[config.mk]
export PLATFORM = sky130hd
export DESIGN_NAME = blt_ctrl
export DESIGN_NICKNAME = d
export VERILOG_FILES = /design/src/rtl/blt_pkg.sv /design/src/rtl/blt_ctrl.sv
export SDC_FILE = /design/constraint.sdc
export NUM_CORES = 1
export LEC_CHECK = 0
export BUFFER_PORTS_ARGS = -buffer_cell sky130_fd_sc_hd__buf_2
export CAP_MARGIN = 40
export CORE_AREA = 8 8 45 47
export DETAILED_ROUTE_END_ITERATION = 7
export DIE_AREA = 0 0 53 55
export GPL_ROUTABILITY_DRIVEN = 0
export SYNTH_ARGS = -nofsm -noshare
export SYNTH_HDL_FRONTEND = slang
export SYNTH_SLANG_ARGS = --single-unit
[constraint.sdc]
create_clock -name clk -period 1.6 [get_ports clk]
set_input_delay 0.32 -clock clk [delete_from_list [all_inputs] [get_ports clk]]
set_output_delay 0.32 -clock clk [all_outputs]
set_load 0.005 [all_outputs]
[src/rtl/blt_pkg.sv]
// shared constants, types and helper functions for the bernsen threshold block
package blt_pkg;

  localparam int MAX_WIDTH  = 1024;
  localparam int MAX_HEIGHT = 4096;
  localparam int MAX_HW     = 8;
  localparam int PADW_MAX   = MAX_WIDTH + 2 * MAX_HW;
  localparam int LS_LINES   = 2 * MAX_HW - 1;
  localparam int COL_DEPTH  = 2 * MAX_HW;

  localparam int W_W    = 11;
  localparam int H_W    = 13;
  localparam int D_W    = 4;
  localparam int N_W    = 5;
  localparam int COL_W  = $clog2(PADW_MAX);
  localparam int SLOT_W = $clog2(LS_LINES);
  localparam int TAP_W  = $clog2(COL_DEPTH);
  localparam int IDX_W  = 2;
  localparam int CFG_W  = 13;

  localparam logic [IDX_W-1:0] REG_WIDTH    = 2'd0;
  localparam logic [IDX_W-1:0] REG_HEIGHT   = 2'd1;
  localparam logic [IDX_W-1:0] REG_HALF_WIN = 2'd2;

  typedef enum logic [3:0] {
    ST_IDLE = 4'b0001,
    ST_READ = 4'b0010,
    ST_COL  = 4'b0100,
    ST_WIN  = 4'b1000
  } state_t;

  typedef struct packed {
    logic accept;
    logic read;
    logic col;
    logic win;
  } cmd_t;

  typedef struct packed {
    logic out_full;
    logic emit;
  } sts_t;

  typedef logic [COL_DEPTH-1:0][7:0] vec16_t;

  function automatic logic [7:0] tree_max(input vec16_t v);
    logic [7:0][7:0] l1;
    logic [3:0][7:0] l2;
    logic [1:0][7:0] l3;
    for (int i = 0; i < 8; i++) l1[i] = (v[2*i] > v[2*i+1]) ? v[2*i] : v[2*i+1];
    for (int i = 0; i < 4; i++) l2[i] = (l1[2*i] > l1[2*i+1]) ? l1[2*i] : l1[2*i+1];
    for (int i = 0; i < 2; i++) l3[i] = (l2[2*i] > l2[2*i+1]) ? l2[2*i] : l2[2*i+1];
    return (l3[0] > l3[1]) ? l3[0] : l3[1];
  endfunction

  function automatic logic [7:0] tree_min(input vec16_t v);
    logic [7:0][7:0] l1;
    logic [3:0][7:0] l2;
    logic [1:0][7:0] l3;
    for (int i = 0; i < 8; i++) l1[i] = (v[2*i] < v[2*i+1]) ? v[2*i] : v[2*i+1];
    for (int i = 0; i < 4; i++) l2[i] = (l1[2*i] < l1[2*i+1]) ? l1[2*i] : l1[2*i+1];
    for (int i = 0; i < 2; i++) l3[i] = (l2[2*i] < l2[2*i+1]) ? l2[2*i] : l2[2*i+1];
    return (l3[0] < l3[1]) ? l3[0] : l3[1];
  endfunction

endpackage

[src/rtl/blt_ctrl.sv]
// controller state machine sequencing one pixel through the datapath
module blt_ctrl (
  input  logic          clk,
  input  logic          rst,
  input  logic          in_valid,
  input  logic          out_ready,
  input  blt_pkg::sts_t sts,
  output logic          in_ready,
  output blt_pkg::cmd_t cmd
);
  import blt_pkg::*;

  state_t state, state_next;
  logic   win_free;

  assign win_free = !(sts.out_full && !out_ready);
  assign in_ready = (state == ST_IDLE);

  always_comb begin
    state_next = state;
    cmd        = '0;
    case (state)
      ST_IDLE: begin
        if (in_valid) begin
          cmd.accept = 1'b1;
          state_next = ST_READ;
        end
      end
      ST_READ: begin
        cmd.read   = 1'b1;
        state_next = ST_COL;
      end
      ST_COL: begin
        cmd.col    = 1'b1;
        state_next = ST_WIN;
      end
      ST_WIN: begin
        // hold while a result still waits downstream
        if (win_free) begin
          cmd.win    = 1'b1;
          state_next = ST_IDLE;
        end
      end
      default: state_next = ST_IDLE;
    endcase
  end

  always_ff @(posedge clk) begin
    if (rst) state <= ST_IDLE;
    else     state <= state_next;
  end

endmodule

# After elaboration in Yosys (flattened, before gate mapping)
# Cells that the tools add are included.
[totals]
regBits = 4
inputBits = 6
output_inout_bits = 5
elab_cells = 19
[op_classes]
n_eq_ne = 6
n_mux = 9
n_reduce_logical = 3
[op_table]
columns = ["operator", "n"]
rows = [
  ["$pmux W4 S4", 1],
  ["$mux W4", 2],
  ["$mux W1", 6],
  ["$eq A4 B1 Y1 const B", 1],
  ["$eq A4 B2 Y1 const B", 1],
  ["$eq A4 B3 Y1 const B", 1],
  ["$eq A4 B4 Y1 const B", 1],
  ["$ne A2 B2 Y1 const B", 2],
  ["$reduce_and A2 Y1", 1],
  ["$logic_and A1 B1 Y1", 1],
  ["$logic_not A1 Y1", 1],
]

# Depth between registers and ports, before layout
[logic_depth]
ltp_word = 4
mapped_depth = 4
depth_no_buf = 3

# Worst setup path after synthesis
# No wires, ideal clock.
[synth_timing]
path_kind = "reg-to-output"
from = "reg state[1]"
to = "out cmd[0] in the netlist's numbering"
arrival_time_ps = 957
path_slack_ps = 323
path_stages_with_launch = 4
path_cell_list = "dfxtp_1 -> buf_2 -> or3_1 -> nor3_1"
[synth_lines]
columns = ["element", "line_no", "text"]
rows = [
  ["start: declaration", "blt_ctrl.sv:13", "state_t state, state_next;"],
  ["start signal: assignment", "blt_ctrl.sv:50", "else state <= state_next;"],
  ["end: declaration", "blt_ctrl.sv:9", "output blt_pkg::cmd_t cmd"],
]

==> flow_summary.json <==
{
  "status": "finished clean",
  "critPathKind": "reg2out",
  "drt_iter0_markers": 3,
  "numClockSinks": 4,
  "setup_viol": 0,
  "largest_register": "state",
  "path_cells": "or3_1, nor3_1, buf_2",
  "io_buffers": 9,
  "stdcell_area_um2": 324,
  "layout.nets": 45,
  "synthCells": 28,
  "grt_pass1_vias": 250,
  "postCtsSetupBuffers": 0,
  "row_count": 14,
  "via_count": 239,
  "grt_use_met2_pct": 6.84,
  "rr_endpoint": "state[0]",
  "grt_max_degree": 10,
  "core_area_mm2": 0.00138,
  "final_common_cell": "buf_2",
  "antenna_found_initial": 0,
  "peakVddDrop_mv": 0.573,
  "drv_cap": 0,
  "crit_family": "simple AND/OR/NAND/NOR gates",
  "yosysWarnings": 0,
  "worstHoldPathCells": 2,
  "cts_buffers": 3,
  "cts_hold_buf": 0,
  "grt_use_total_pct": 4.92,
  "power_density_mw_per_mm2": 940,
  "h-tree-depth": 1,
  "finalHoldViolCount": 0,
  "initial_core_util_pct": 17.7,
  "clkTransAtPathRegs_ns": 0.04,
  "final_cell_mix": "buf_2 (9), nor3_1 (3), clkbuf_4 (3)",
  "arrival_ns": 1.22,
  "grtUsageMet3_pct": 4.28,
  "fin_crit_sh_pct": 96.6,
  "insertion_delay_ns": 0.24,
  "die-area_mm2": 0.00292,
  "netlist_area_um2": 245,
  "top_regs": "state (4)",
  "avgSynthCellArea_um2": 8.76,
  "max_stage_delay_ns": 0.37,
  "fin_worst_skew_ns": 0.00477,
  "critPathBufInv": 1,
  "grt-ovfl-total": 0,
  "viasPerCell": 4.51,
  "p_leak_uw": 0.000142,
  "report.final.slew_viol_count": 0,
  "fp.dieH_um": 55,
  "hp-class": "in2reg",
  "insertedDiodeCount": 0,
  "drc_errors": 0,
  "drt-pass1-iter-count": 4,
  "ys_seq_area_share_pct": 32.7,
  "max_clock_freq_mhz": 647,
  "wl_um": 608,
  "layout_min_cycle_time_ns": 1.54,
  "cts_max_path_buffers": 2,
  "pin_count": 11,
  "r2r_slack_ns": 0.50,
  "cts_tree": "yes",
  "ant_nets": 0,
  "yosysUniqueCellTypes": 20,
  "worst_path_max_delay_cell": "dfxtp_4",
  "busiest_layer": "met2",
  "fin_setup_tns_ns": 0,
  "worst-path-max-fanout": 8,
  "grt_pass1_wl_um": 1040,
  "drive_above_1_share_pct": 45.9,
  "whs_endpoint": "state[1]",
  "worst_setup_path_start_kind": "register",
  "wl_per_cell_um": 11.5,
  "r2r_cells": 3,
  "placed_area_um2": 293,
  "tightestPinTransition_ns": 0.322,
  "cts-root-buf": "clkbuf_4",
  "die_w_um": 53,
  "timing.rr.start": "state[2]",
  "critical_path.endpoint_type": "output pin",
  "slew_headroom_pct": 78.0,
  "dpl.hpwl_um": 437,
  "synthToLayoutAreaGrowth_pct": 32.1,
  "syn_nets": 34,
  "hp-start": "rst",
  "crit_required_ns": 1.28,
  "grt_use_met1_pct": 5.47,
  "rsz0062_at_grt": "no",
  "largest_reg_flops": 4,
  "synth-seq-cells": 4
}
-- per-stage QoR --
step,utilization [%],worst slack (ns),total power (µW),instances,hold WS (ns)
6_report,23.4,0.0551,305,53,0.290
5_1_grt,23.4,0.00626,325,53,0.294
4_1_cts,23.0,0.0346,307,53,0.283
3_5_place_dp,21.2,0.161,174,50,0.540
3_3_place_gp,21.2,0.155,174,50,0.537
2_1_floorplan,-,0.323,157,28,0.392
-- logic make-up (layout without fill, tap and decap cells) --
logic type	count (synthesis)	after routing	share of synthesized area, %
XOR/XNOR	1	1	3.57
AO/OA/AOI/OAI	4	4	12.8
AND/OR/NAND/NOR	14	14	40.8
flip-flops	4	4	32.7
buffers and inverters	5	14	10.2
-- power by group --
group	switching [µW]	total [µW]	internal [µW]
Clock	42.8	127	84.0
Combinational	21.1	55.4	34.3
Sequential	14.9	122	107
Total	78.8	305	226
-- cells in the mapped netlist --
cell,count,area [µm²]
or3_1,1,6.26
xor2_1,1,8.76
buf_2,2,10.0
and2_1,1,6.26
o211ai_1,1,7.51
nor4b_4,1,23.8
dfxtp_1,4,80.1
nor2b_1,2,12.5
nand2_1,1,3.75
nand2b_1,1,6.26
nor3_1,3,15.0
a221o_1,1,10.0
buf_4,1,7.51
nor4_1,1,6.26
nand3b_1,1,7.51
a2111oi_0,1,8.76
nand4b_1,1,8.76
nor2_1,1,3.75
o21ai_0,1,5.00
inv_1,2,7.51
-- layout make-up --
type / instances / area (µm²)
flip-flops and latches: 4 / 86.3
well taps: 16 / 20.0
repair buffers: 9 / 45.0
clock buffers: 3 / 22.5
multi-input cells: 19 / 143
fillers: 153 / 1060
inverters: 2 / 7.51
-- timing repair --
item                                    4_1_cts  5_1_grt
endpoints found under the setup margin        2        2
pin swaps                                     0        1
hold endpoints to repair                      0        0
resized for setup                             2        3
-- worst max-delay path by stage --
| stage | start | end | depth (start not counted) |
|---|---|---|---|
| final | state[1] | cmd[0] | 3 |
| after CTS | state[2] | cmd[0] | 3 |
| after global routing | state[3] | cmd[3] | 3 |
| after global placement | sts[1] | cmd[0] | 5 |
| after floorplan | state[1] | cmd[0] | 3 |
| after detailed placement | sts[1] | cmd[0] | 5 |
-- routing by layer --
metal,vias to the layer above,routed length [µm]
met5,-,0
li1,118,-
met4,0,0
met2,9,275
met1,112,279
met3,0,53
(Power assumes the default switching activity.)
